## src/rtl/core/rpwd_pkg.sv

```systemverilog
// ----------------------------------------------------------------------------
// rpwd_pkg
// Shared widths, register indexes and frame layout constants of the
// pulse-width remote decoder.
// ----------------------------------------------------------------------------
`default_nettype none

package rpwd_pkg;

  // item field widths
  localparam int unsigned DurW    = 24;
  localparam int unsigned SerialW = 28;
  localparam int unsigned CryptW  = 32;
  localparam int unsigned ButtonW = 4;

  // configuration port widths
  localparam int unsigned CfgIdxW  = 3;
  localparam int unsigned CfgDataW = 24;

  // register widths
  localparam int unsigned TimeW  = 16;
  localparam int unsigned CountW = 8;
  localparam int unsigned CodeW  = 7;

  // frame layout
  localparam int unsigned MaxCodeBits = 66;
  localparam int unsigned LongFrame   = 66;
  localparam int unsigned ShortFrame  = 12;
  localparam int unsigned LongSerLsb  = 32;
  localparam int unsigned ShortSerW   = 12;

  // register reset values
  localparam logic [TimeW-1:0]  UnitTimeRst  = 16'd320;
  localparam logic [TimeW-1:0]  TolRst       = 16'd100;
  localparam logic [DurW-1:0]   MaxPauseRst  = 24'd20000;
  localparam logic [CountW-1:0] PreambleRst  = 8'd0;
  localparam logic [CountW-1:0] HeaderRst    = 8'd36;
  localparam logic [CountW-1:0] TailRst      = 8'd0;
  localparam logic [CodeW-1:0]  CodeLenRst   = 7'd12;

  // register indexes
  typedef enum logic [CfgIdxW-1:0] {
    CfgUnitTime    = 3'd0,
    CfgTolerance   = 3'd1,
    CfgMaxPause    = 3'd2,
    CfgPreamble    = 3'd3,
    CfgHeader      = 3'd4,
    CfgTail        = 3'd5,
    CfgCodeLength  = 3'd6,
    CfgInvertLevel = 3'd7
  } cfg_idx_e;

endpackage

`default_nettype wire

```

## src/rtl/core/remote_pulse_width_decoder_top.sv

```systemverilog
// ----------------------------------------------------------------------------
// remote_pulse_width_decoder_top
// Pulse-width remote control decoder: preamble count, header check, data
// bits from pulse widths, optional tail, frame split into result fields.
// ----------------------------------------------------------------------------
//
//  channel  direction  handshake                 payload
//  in       input      in_valid_i / in_stall_o   pulse_duration_i, line_level_i
//  out      output     out_valid_o / out_stall_i serial_number_o, encrypted_word_o,
//                                                button_bits_o, battery_low_o,
//                                                repeat_flag_o
//  cfg      input      cfg_valid_i / cfg_ready_o cfg_index_i, cfg_data_i
//
//  an item is registered at accept and, unless the output register is full and
//  stalled, decoded in the next cycle, so its result is offered right after the
//  following edge; one item per cycle is sustained while the output is not stalled
//  decoding of the held item waits only while the output register is full
//  and stalled; in_stall_o rises only then
//  header and tail window centers are products kept in registers, refreshed
//  by the configuration write itself
//  rst_ni clears the control and decode state but the bit store, and loads register defaults
//
`default_nettype none

module remote_pulse_width_decoder_top
  import rpwd_pkg::*;
(
  input  wire logic                 clk_i,
  input  wire logic                 rst_ni,
  // input items
  input  wire logic                 in_valid_i,
  output logic                      in_stall_o,
  input  wire logic [DurW-1:0]      pulse_duration_i,
  input  wire logic                 line_level_i,
  // result items
  output logic                      out_valid_o,
  input  wire logic                 out_stall_i,
  output logic [SerialW-1:0]        serial_number_o,
  output logic [CryptW-1:0]         encrypted_word_o,
  output logic [ButtonW-1:0]        button_bits_o,
  output logic                      battery_low_o,
  output logic                      repeat_flag_o,
  // configuration writes
  input  wire logic                 cfg_valid_i,
  output logic                      cfg_ready_o,
  input  wire logic [CfgIdxW-1:0]   cfg_index_i,
  input  wire logic [CfgDataW-1:0]  cfg_data_i
);

  localparam int unsigned WinW  = DurW + 1;
  localparam int unsigned Tol4W = TimeW + 2;
  localparam int unsigned BitIdxW = $clog2(MaxCodeBits + 1);

  function automatic logic [DurW-1:0] mul_te(input logic [TimeW-1:0] te,
                                             input logic [CountW-1:0] n);
    mul_te = DurW'(te) * DurW'(n);
  endfunction

  // d lies strictly inside (c - t, c + t), without a signed lower bound
  function automatic logic in_win(input logic [DurW-1:0] d,
                                  input logic [DurW-1:0] c,
                                  input logic [Tol4W-1:0] t);
    in_win = ((WinW'(d) + WinW'(t)) > WinW'(c)) && (WinW'(d) < (WinW'(c) + WinW'(t)));
  endfunction

  // configuration registers
  logic [TimeW-1:0]  unit_time_q;
  logic [TimeW-1:0]  tol_q;
  logic [DurW-1:0]   max_pause_q;
  logic [CountW-1:0] preamble_len_q;
  logic [CountW-1:0] header_len_q;
  logic [CountW-1:0] tail_len_q;
  logic [CodeW-1:0]  code_len_q;
  logic              invert_q;
  logic [DurW-1:0]   hdr_c_q;
  logic [DurW-1:0]   tail_c_q;

  assign cfg_ready_o = 1'b1;

  // register writes, window centers follow the new value
  always_ff @(posedge clk_i or negedge rst_ni) begin
    if (!rst_ni) begin
      unit_time_q    <= UnitTimeRst;
      tol_q          <= TolRst;
      max_pause_q    <= MaxPauseRst;
      preamble_len_q <= PreambleRst;
      header_len_q   <= HeaderRst;
      tail_len_q     <= TailRst;
      code_len_q     <= CodeLenRst;
      invert_q       <= 1'b0;
      hdr_c_q        <= mul_te(UnitTimeRst, HeaderRst);
      tail_c_q       <= mul_te(UnitTimeRst, TailRst);
    end else if (cfg_valid_i && cfg_ready_o) begin
      unique case (cfg_idx_e'(cfg_index_i))
        CfgUnitTime: begin
          unit_time_q <= cfg_data_i[TimeW-1:0];
          hdr_c_q     <= mul_te(cfg_data_i[TimeW-1:0], header_len_q);
          tail_c_q    <= mul_te(cfg_data_i[TimeW-1:0], tail_len_q);
        end
        CfgTolerance:   tol_q          <= cfg_data_i[TimeW-1:0];
        CfgMaxPause:    max_pause_q    <= cfg_data_i[DurW-1:0];
        CfgPreamble:    preamble_len_q <= cfg_data_i[CountW-1:0];
        CfgHeader: begin
          header_len_q <= cfg_data_i[CountW-1:0];
          hdr_c_q      <= mul_te(unit_time_q, cfg_data_i[CountW-1:0]);
        end
        CfgTail: begin
          tail_len_q <= cfg_data_i[CountW-1:0];
          tail_c_q   <= mul_te(unit_time_q, cfg_data_i[CountW-1:0]);
        end
        CfgCodeLength:  code_len_q     <= cfg_data_i[CodeW-1:0];
        CfgInvertLevel: invert_q       <= cfg_data_i[0];
      endcase
    end
  end

  // input register
  logic            s1_valid_q;
  logic [DurW-1:0] s1_dur_q;
  logic            s1_level_q;
  logic            out_free;
  logic            fire;
  logic            in_acc;

  assign out_free   = !out_valid_o || !out_stall_i;
  assign fire       = s1_valid_q && out_free;
  assign in_stall_o = s1_valid_q && !out_free;
  assign in_acc     = in_valid_i && !in_stall_o;

  always_ff @(posedge clk_i or negedge rst_ni) begin
    if (!rst_ni) begin
      s1_valid_q <= 1'b0;
    end else if (in_acc) begin
      s1_valid_q <= 1'b1;
    end else if (fire) begin
      s1_valid_q <= 1'b0;
    end
  end

  always_ff @(posedge clk_i) begin
    if (in_acc) begin
      s1_dur_q   <= pulse_duration_i;
      s1_level_q <= line_level_i;
    end
  end

  // decode state
  logic [CountW-1:0]      pre_cnt_q, pre_cnt_d;
  logic                   hdr_seen_q, hdr_seen_d;
  logic [CodeW-1:0]       bit_cnt_q, bit_cnt_d;
  logic [MaxCodeBits-1:0] bits_q, bits_d;
  logic [SerialW-1:0]     ser_q, ser_d;
  logic [CryptW-1:0]      enc_q, enc_d;
  logic [ButtonW+1:0]     flags_q, flags_d;
  logic                   emit;

  // pulse classification
  logic [Tol4W-1:0] tol4;
  logic             gap;
  logic             long_pause;
  logic             te_win;
  logic             hdr_win;
  logic             tail_win;
  logic             data_win;
  logic             data_bit;

  assign tol4       = {tol_q, 2'b00};
  assign gap        = (s1_level_q == invert_q);
  assign long_pause = s1_dur_q > max_pause_q;
  assign te_win     = in_win(s1_dur_q, DurW'(unit_time_q), Tol4W'(tol_q));
  assign hdr_win    = in_win(s1_dur_q, hdr_c_q, tol4);
  assign tail_win   = in_win(s1_dur_q, tail_c_q, tol4);
  assign data_win   = ((WinW'(s1_dur_q) + WinW'(tol_q)) > WinW'(unit_time_q)) &&
                      (WinW'(s1_dur_q) < (WinW'({unit_time_q, 1'b0}) + WinW'(tol_q)));
  // short pulse (up to 1.5 unit times) is a one
  assign data_bit   = !(WinW'({s1_dur_q, 1'b0}) > (WinW'(unit_time_q) * WinW'(2'd3)));

  // next decode state for the held item
  always_comb begin
    logic [CountW-1:0]      pc;
    logic                   done;
    logic                   store;
    logic [MaxCodeBits-1:0] nb;
    pc         = pre_cnt_q;
    done       = 1'b0;
    store      = 1'b0;
    nb         = bits_q;
    pre_cnt_d  = pre_cnt_q;
    hdr_seen_d = hdr_seen_q;
    bit_cnt_d  = bit_cnt_q;
    bits_d     = bits_q;
    ser_d      = ser_q;
    enc_d      = enc_q;
    flags_d    = flags_q;
    emit       = 1'b0;

    if (long_pause) begin
      pre_cnt_d  = '0;
      hdr_seen_d = 1'b0;
      done       = 1'b1;
    end else if ((pre_cnt_q < preamble_len_q) && te_win) begin
      pre_cnt_d  = pre_cnt_q + CountW'(1);
      hdr_seen_d = 1'b0;
      done       = 1'b1;
    end else if (pre_cnt_q < preamble_len_q) begin
      pc        = '0;
      pre_cnt_d = '0;
    end

    if (!done) begin
      if (gap && (pc == preamble_len_q) && !hdr_seen_q) begin
        // header pulse
        if (hdr_win) begin
          hdr_seen_d = 1'b1;
          bit_cnt_d  = '0;
        end else begin
          pre_cnt_d  = '0;
          hdr_seen_d = 1'b0;
        end
      end else if (!gap && (pc == preamble_len_q) && hdr_seen_q) begin
        // data pulse
        if (!data_win) begin
          pre_cnt_d = '0;
        end else if ((bit_cnt_q < code_len_q) &&
                     (bit_cnt_q < CodeW'(MaxCodeBits))) begin
          store     = 1'b1;
          bit_cnt_d = bit_cnt_q + CodeW'(1);
        end
      end else if (gap && (tail_len_q != '0) && (bit_cnt_q == code_len_q)) begin
        // tail pulse repeats the stored fields
        emit = tail_win;
      end
    end

    // bit store with the new bit in place
    for (int k = 0; k < MaxCodeBits; k++) begin
      if (store && (bit_cnt_q[BitIdxW-1:0] == BitIdxW'(k))) begin
        nb[k] = data_bit;
      end
    end
    bits_d = nb;

    // frame completion and field split
    if (store && (bit_cnt_d == code_len_q)) begin
      if (code_len_q == CodeW'(LongFrame)) begin
        ser_d     = nb[LongSerLsb +: SerialW];
        enc_d     = nb[CryptW-1:0];
        flags_d   = {nb[65], nb[64], nb[60], nb[63], nb[62], nb[61]};
        pre_cnt_d = '0;
      end else if (code_len_q == CodeW'(ShortFrame)) begin
        ser_d = '0;
        for (int j = 0; j < ShortSerW; j++) begin
          ser_d[ShortSerW-1-j] = nb[j];
        end
        enc_d   = '0;
        flags_d = '0;
      end
      emit = (tail_len_q == '0);
    end
  end

  // decode state registers
  always_ff @(posedge clk_i or negedge rst_ni) begin
    if (!rst_ni) begin
      pre_cnt_q  <= '0;
      hdr_seen_q <= 1'b0;
      bit_cnt_q  <= '0;
      ser_q      <= '0;
      enc_q      <= '0;
      flags_q    <= '0;
    end else if (fire) begin
      pre_cnt_q  <= pre_cnt_d;
      hdr_seen_q <= hdr_seen_d;
      bit_cnt_q  <= bit_cnt_d;
      ser_q      <= ser_d;
      enc_q      <= enc_d;
      flags_q    <= flags_d;
    end
  end

  always_ff @(posedge clk_i) begin
    if (fire) begin
      bits_q <= bits_d;
    end
  end

  // result register
  always_ff @(posedge clk_i or negedge rst_ni) begin
    if (!rst_ni) begin
      out_valid_o <= 1'b0;
    end else if (fire && emit) begin
      out_valid_o <= 1'b1;
    end else if (!out_stall_i) begin
      out_valid_o <= 1'b0;
    end
  end

  always_ff @(posedge clk_i) begin
    if (fire && emit) begin
      serial_number_o  <= ser_d;
      encrypted_word_o <= enc_d;
      button_bits_o    <= flags_d[ButtonW-1:0];
      battery_low_o    <= flags_d[ButtonW];
      repeat_flag_o    <= flags_d[ButtonW+1];
    end
  end

endmodule

`default_nettype wire

```

## config.mk

```make
export PLATFORM = sky130hd
export DESIGN_NAME = remote_pulse_width_decoder_top
export DESIGN_NICKNAME = d
export VERILOG_FILES = /design/src/rtl/core/rpwd_pkg.sv /design/src/rtl/core/remote_pulse_width_decoder_top.sv
export SDC_FILE = /design/constraint.sdc
export NUM_CORES = 2
export LEC_CHECK = 0
export ABC_AREA = 1
export BUFFER_PORTS_ARGS = -buffer_cell sky130_fd_sc_hd__buf_2
export CAP_MARGIN = 0
export CORE_MARGIN = 5
export CORE_UTILIZATION = 30
export CTS_CLUSTER_SIZE = 40
export DETAILED_ROUTE_END_ITERATION = 8
export PLACE_DENSITY = 0.53
export RECOVER_POWER = 100
export SKIP_LAST_GASP = 1
export SYNTH_ARGS = -nofsm -noshare
export SYNTH_HDL_FRONTEND = slang
export SYNTH_SLANG_ARGS = --single-unit
```

## constraint.sdc

```tcl
create_clock -name clk_i -period 8.1 [get_ports clk_i]
set_clock_uncertainty 0.05 [all_clocks]
set_input_delay 0.81 -clock clk_i [delete_from_list [all_inputs] [get_ports clk_i]]
set_output_delay 0.81 -clock clk_i [all_outputs]
set_load 0.03 [all_outputs]
```

Yosys cells after proc, flatten, opt, wreduce, memory -nomap -nowiden:

Index checks and enable logic that the tools add are counted.

* multipliers: 4
* magnitude comparators: 12
* eq/ne operators: 79
* add/sub/neg operators: 8
* multiplexer cells: 116
* reduce and logical (&&, ||, !) cells: 108

Operators with widths (number)
* $eq A7 B6 Y1 const B: 32
* $eq A7 B5 Y1 const B: 16
* $mux W32: 3
* $mux W8: 12
* $pmux W24 S2: 2
* $mux W1: 87
* $mux W28: 3
* $logic_and A1 B1 Y1: 83
* $add A24 B18 Y25: 3
* $mul A16 B8 Y24: 3
* $eq A7 B4 Y1 const B: 9
* $gt A25 B24 Y1: 2
* $lt A24 B25 Y1: 2
* $mux W7: 6
* $eq A7 B3 Y1 const B: 4
* $add A24 B16 Y25: 1
* $gt A25 B16 Y1: 1
* $gt A25 B18 Y1: 1
* $gt A24 B24 Y1: 1
* $lt A24 B17 Y1: 1
* $lt A24 B18 Y1: 1
* $eq A7 B7 Y1 const B: 3
* $reduce_and A2 Y1: 10
* $add A17 B16 Y18: 1
* 24 further kinds: 40

* bits of input ports: 57
* word-level logic and storage cells: 353
* output and inout port bits: 69
* register bits after elaboration: 377

Depth between registers and ports, before layout:

* word-level depth: 17
* depth in mapped cells: 49
* gate-level depth less buffers: 47

Least setup slack after synthesis:

Ideal clock, no wire load.

* path type: register to register
* start point: register tol_q[1]
* end point: register battery_low_o, enable pin
* path slack: 0.857 ns
* path buffers: 3
* period minus slack after synthesis: 7.243 ns
* setup time: 0.420 ns
* arrival: 6.773 ns
* stages on the path, launching flop included: 46
* data required time: 7.630 ns
* path through: dfrtp_1 ha_1 nand3_1 nand2_1 a21oi_1 o21ai_0 a21oi_1 o21bai_1 a21oi_1 o21bai_1 a21oi_1 o21bai_1 a21oi_1 o21bai_1 nand2_1 nand2_1 a21oi_1 xor2_1 [... 10 more ...] nand2_1 nand2_1 nand2_1 nor2_1 nand2_1 nor2_4 nand4_1 o21ai_1 nand2_1 nand2_1 nand3_1 nor2_4 nand2_2 buf_6 buf_6 nand2_1 nand3_1 inv_1

* longest elaborated chain between the ends: 16
* elaborated cells between the ends (all ways): 44
* classes of those cells: add/sub (6); order compare (7); eq/ne (2); mux (18); reduce/logical (11)

Ends and longest elaborated chain
* start, declared: RTL line remote_pulse_width_decoder_top.sv:68 `logic [TimeW-1:0] tol_q;`
* start signal, assigned: RTL line remote_pulse_width_decoder_top.sv:84 `tol_q <= TolRst;`
* start signal, assigned: RTL line remote_pulse_width_decoder_top.sv:100 `CfgTolerance: tol_q <= cfg_data_i[TimeW-1:0];`
* $add A24 B16 Y25 / $add A16 B16 Y17 (equally long branches): RTL line remote_pulse_width_decoder_top.sv:63, remote_pulse_width_decoder_top.sv:173
* $gt A25 B16 Y1 / $lt A24 B17 Y1 (equally long branches): RTL line remote_pulse_width_decoder_top.sv:63, remote_pulse_width_decoder_top.sv:173
* $logic_and A1 B1 Y1: RTL line remote_pulse_width_decoder_top.sv:63 `in_win = ((WinW'(d) + WinW'(t)) > WinW'(c)) && (WinW'(d) < (WinW'(c) + WinW'(t)));`
* $logic_and A1 B1 Y1: RTL line remote_pulse_width_decoder_top.sv:201 `end else if ((pre_cnt_q < preamble_len_q) && te_win) begin`
* $mux W8: RTL line remote_pulse_width_decoder_top.sv:201
* $mux W8: RTL line remote_pulse_width_decoder_top.sv:197 `if (long_pause) begin`
* $eq A8 B8 Y1: RTL line remote_pulse_width_decoder_top.sv:211, remote_pulse_width_decoder_top.sv:220
* $logic_and A1 B1 Y1 (2 in a row): RTL line remote_pulse_width_decoder_top.sv:220 `end else if (!gap && (pc == preamble_len_q) && hdr_seen_q) begin`
* $mux W7: RTL line remote_pulse_width_decoder_top.sv:220
* $mux W7: RTL line remote_pulse_width_decoder_top.sv:211 `if (gap && (pc == preamble_len_q) && !hdr_seen_q) begin`
* $mux W7: RTL line remote_pulse_width_decoder_top.sv:210 `if (!done) begin`
* $eq A7 B7 Y1: RTL line remote_pulse_width_decoder_top.sv:244 `if (store && (bit_cnt_d == code_len_q)) begin`
* $logic_and A1 B1 Y1: RTL line remote_pulse_width_decoder_top.sv:244
* $mux W1 *: RTL line remote_pulse_width_decoder_top.sv:244
* $logic_and A1 B1 Y1 *: RTL line remote_pulse_width_decoder_top.sv:299 `if (fire && emit) begin`
* end signal, assigned: RTL line remote_pulse_width_decoder_top.sv:303 `battery_low_o <= flags_d[ButtonW];`
* end, declared: RTL line remote_pulse_width_decoder_top.sv:41 `output logic battery_low_o,`

Mark *: on every way between the ends. The rest lies on a longest branch, timed or not.
A chain may end at the register's enable or synchronous reset.

Final worst setup path:

* start point: input cfg_data_i[3]
* end point: register tail_c_q[21]

* longest elaborated chain between the ends: 2
* elaborated cells between the ends (all ways): 3
* classes of those cells: mul (2); mux (1)

Ends and longest elaborated chain
* start, declared: RTL line remote_pulse_width_decoder_top.sv:47 `input wire logic [CfgDataW-1:0] cfg_data_i`
* $mul A16 B8 Y24: RTL line remote_pulse_width_decoder_top.sv:56 `mul_te = DurW'(te) * DurW'(n);`
* $pmux W24 S2 *: RTL line remote_pulse_width_decoder_top.sv:94 `unique case (cfg_idx_e'(cfg_index_i))`
* end signal, assigned: RTL line remote_pulse_width_decoder_top.sv:92 `tail_c_q <= mul_te(UnitTimeRst, TailRst);`
* end signal, assigned: RTL line remote_pulse_width_decoder_top.sv:98 `tail_c_q <= mul_te(cfg_data_i[TimeW-1:0], tail_len_q);`
* end signal, assigned: RTL line remote_pulse_width_decoder_top.sv:109 `tail_c_q <= mul_te(unit_time_q, cfg_data_i[CountW-1:0]);`
* end, declared: RTL line remote_pulse_width_decoder_top.sv:76 `logic [DurW-1:0] tail_c_q;`

Marks and branches as above.

==> results.cfg <==
[status]
violations = max-capacitance violations, max-slew violations
run_status = finished with violations

[timing]
timing_hold_violations_final = 0
achievable-frequency_ghz = 0.134
max-slew-margin-rel_pct = -327
finalCriticalPeriod_ns = 7.48
grt_setup_unrepaired = false
fin_crit_sh_pct = 92.4
timing.setup.tns_ns = 0
setup_viol_count_final = 0
timing.final.ws_setup_ns = 0.618
worst_hold_slack_ns = 0.288
slew_viol_final = 309
worst_pin_slew_ns = 6.41

[floorplan]
chipHeight_um = 371
die_width_um = 371
num_rows = 132
floorplan.core_area_um2 = 129000
floorplan.initialDensity_pct = 30.2
ioPinCount = 126
die-area_um2 = 138000

[synth]
synth_seq_cells = 377
main_area_contributors_after_synthesis = ha_1 14%, nand2_1 14%, fa_1 13%
mappedNetlistArea_um2 = 39100
ys_warn_count = 0
synth_cell_types = 55
synth-main-ff-cell = dfrtp_1
syn-mean-instance-area_um2 = 7.67
netlist_instances = 5103
yosysSeqAreaShare_pct = 26.2
synth.net_count = 5865
synth-async-reset-ratio_pct = 58.4
yosys.area.top_type_share_pct = 14.3
synth.largest_area_cell = ha_1
number_of_synthesized_flops_with_an_enable_pin = 157

[finish]
area.sequential_um2 = 10200
post_route_cells_drive_above_1_share_pct = 4.87
fillCellCount = 13900
finish.net_count = 5899
area.growth.synth_to_final_pct = 10.1
fin_cells = 6921
multiInputGateArea_um2 = 24900

[route]
wl_per_cell_um = 18.3
postRouteAntennaNets = 0
drt_pass_1_iters = 5
drt-total-wl_um = 127000
drc = 0
route.detailed.vias_per_inst = 4.84
routed-via-count = 33500
first_iter_violations = 2510

[grt]
grt_start_max_net_pins = 120
grt.total_usage_pct = 18.3
grt-ovfl-total = 0
grt_pass1_wl_um = 197000
first_global_vias = 32600
grt_antenna_before_repair = 5

[placed_design]
pre_cts_ws_ns = 0.856
io_buffers = 124
detailed_place_hpwl_um = 94700
placed_cells = 6830
place.gp.congestion = 0.911

[clock_network]
cts_buffers = 47
resized_after_cts = 0
tritoncts_clock_tree = done
cts_num_sinks = 377
post_cts_buffers = 0
cts_h_tree_lvls = 2
ctsRootBufferMaster = clkbuf_16
worst_skew_pair.late_latency_ns = 0.65
quantity_of_hold_fixing_buffers_added_after_cts = 0
clk_pin_slew_ns = 0.06
max-clock-path-buffers = 3

[pwr]
vdd.ir_drop.worst_v = 0.000315
powerDensity_nw_per_um2 = 330
power.leakage_nw = 21.9
total_power_mw = 14.2

[setup_path]
r2r.worst_path.cells = 40
worstSetupEndpointType = register
critPathCapture = tail_c_q[21]
timing_worst_setup_path_type = input port to register
worst_r2r_startpoint = unit_time_q[4]
reg2reg_setup_slack_ns = 0.88
cp_max_fo = 20
slowest_delay_ns = 0.93
critical_path.reg2reg.endpoint = encrypted_word_o[30]
worst_setup_path_start_kind = input port
timing.critical_path.from = cfg_data_i[3]
worstPathArrival_ns = 7.89
required_ns = 8.51
critical_path.slowest_cell = clkbuf_1

[worst_hold_path]
worst_min_delay_path_category = input port to register
min_path_cells = 1

[run]
max-cap-violations = 7
-- where the power goes --
group / internal (mW) / switching (mW)
Combinational: 3.40 / 5.98
Sequential: 2.24 / 0.408
Clock: 1.26 / 0.921
-- area by class of cell --
cell class / instances / share of cell area (%)
diodes: 3 / 0.0174
clock buffers: 71 / 3.22
clock inverters: 17 / 0.482
inverters: 823 / 7.17
multi-input cells: 3695 / 57.9
flip-flops and latches: 377 / 23.8
well taps: 1742 / 5.06
repair buffers: 193 / 2.38
-- cells in the final DEF (no fill, tap or decap), drive strengths merged, types with 23 or more instances in the layout --
cell / count
o21ai: 256
edfxtp: 157
dfrtp: 202
a31oi: 28
nand4: 43
nand2: 1435
inv: 821
xor2: 111
nand3: 320
buf: 104
o211ai: 30
ha: 446
a21oi: 285
nor2: 223
and2: 23
nor3: 27
fa: 259
o21bai: 72
clkbuf: 160
xnor2: 49
-- state kept, by name (all words and copies together), names as in the netlist, 4 cells and up --
signal and count:
flags_q 6, encrypted_word_o 32, hdr_c_q 24, tail_len_q 8
button_bits_o 4, s1_dur_q 24, enc_q 32, preamble_len_q 8
max_pause_q 24, code_len_q 7, tail_c_q 24, header_len_q 8
unit_time_q 16, ser_q 28, serial_number_o 28, pre_cnt_q 8
bits_q 66, bit_cnt_q 7, tol_q 16
-- per-layer routing --
layer / track usage (%) / wire, um / vias up
met5: 0 / 12 / -
met3: 2.19 / 7010 / 123
met2: 28.9 / 55700 / 780
met1: 26.6 / 60700 / 16200
met4: 4.75 / 3360 / 2
li1: - / - / 16400
-- cells in the mapped netlist (all sizes together), types with 111 or more instances --
| cell | instances |
|---|---|
| ha | 446 |
| nand2 | 1435 |
| xor2 | 111 |
| clkbuf | 160 |
| o21ai | 256 |
| nor2 | 223 |
| dfrtp | 202 |
| fa | 259 |
| nand3 | 320 |
| inv | 820 |
| a21oi | 285 |
| edfxtp | 157 |
-- per-stage QoR --
stage,util (%),cell area (um2)
global route,33.3,43100
detailed placement,32.1,41600
floorplan,-,39100
global placement,32.1,41600
CTS,33.4,43200
finish,33.3,43100
-- critical path, delay by kind of cell --
family	cells	cell delay, ns
compound gates	7	1.76
simple gates	11	0.98
fa+ha+maj	5	2.04
buf+inv	9	2.28
-- cell families after synthesis --
kind of cell | Yosys count | share of synthesized area, %
and+or+nand+nor | 2109 | 22.2
buffers and inverters | 1031 | 10.1
AOI/OAI and AO/OA | 720 | 10.3
adders and majority gates | 705 | 27.5
DFF | 377 | 26.2
xor gates and xnor gates | 160 | 3.58
other | 1 | 0.00959
-- worst min path at each step --
stage | startpoint | end | slack, ns
floorplan | max_pause_q[12] | max_pause_q[12] | 0.40
global placement | max_pause_q[3] | max_pause_q[3] | 0.42
detailed placement | max_pause_q[8] | max_pause_q[8] | 0.42
CTS | rst_ni | unit_time_q[13] | 0.20
global route | pulse_duration_i[22] | s1_dur_q[22] | 0.27
finish | pulse_duration_i[22] | s1_dur_q[22] | 0.29
No activity file was read; power rests on OpenSTA's default activity.
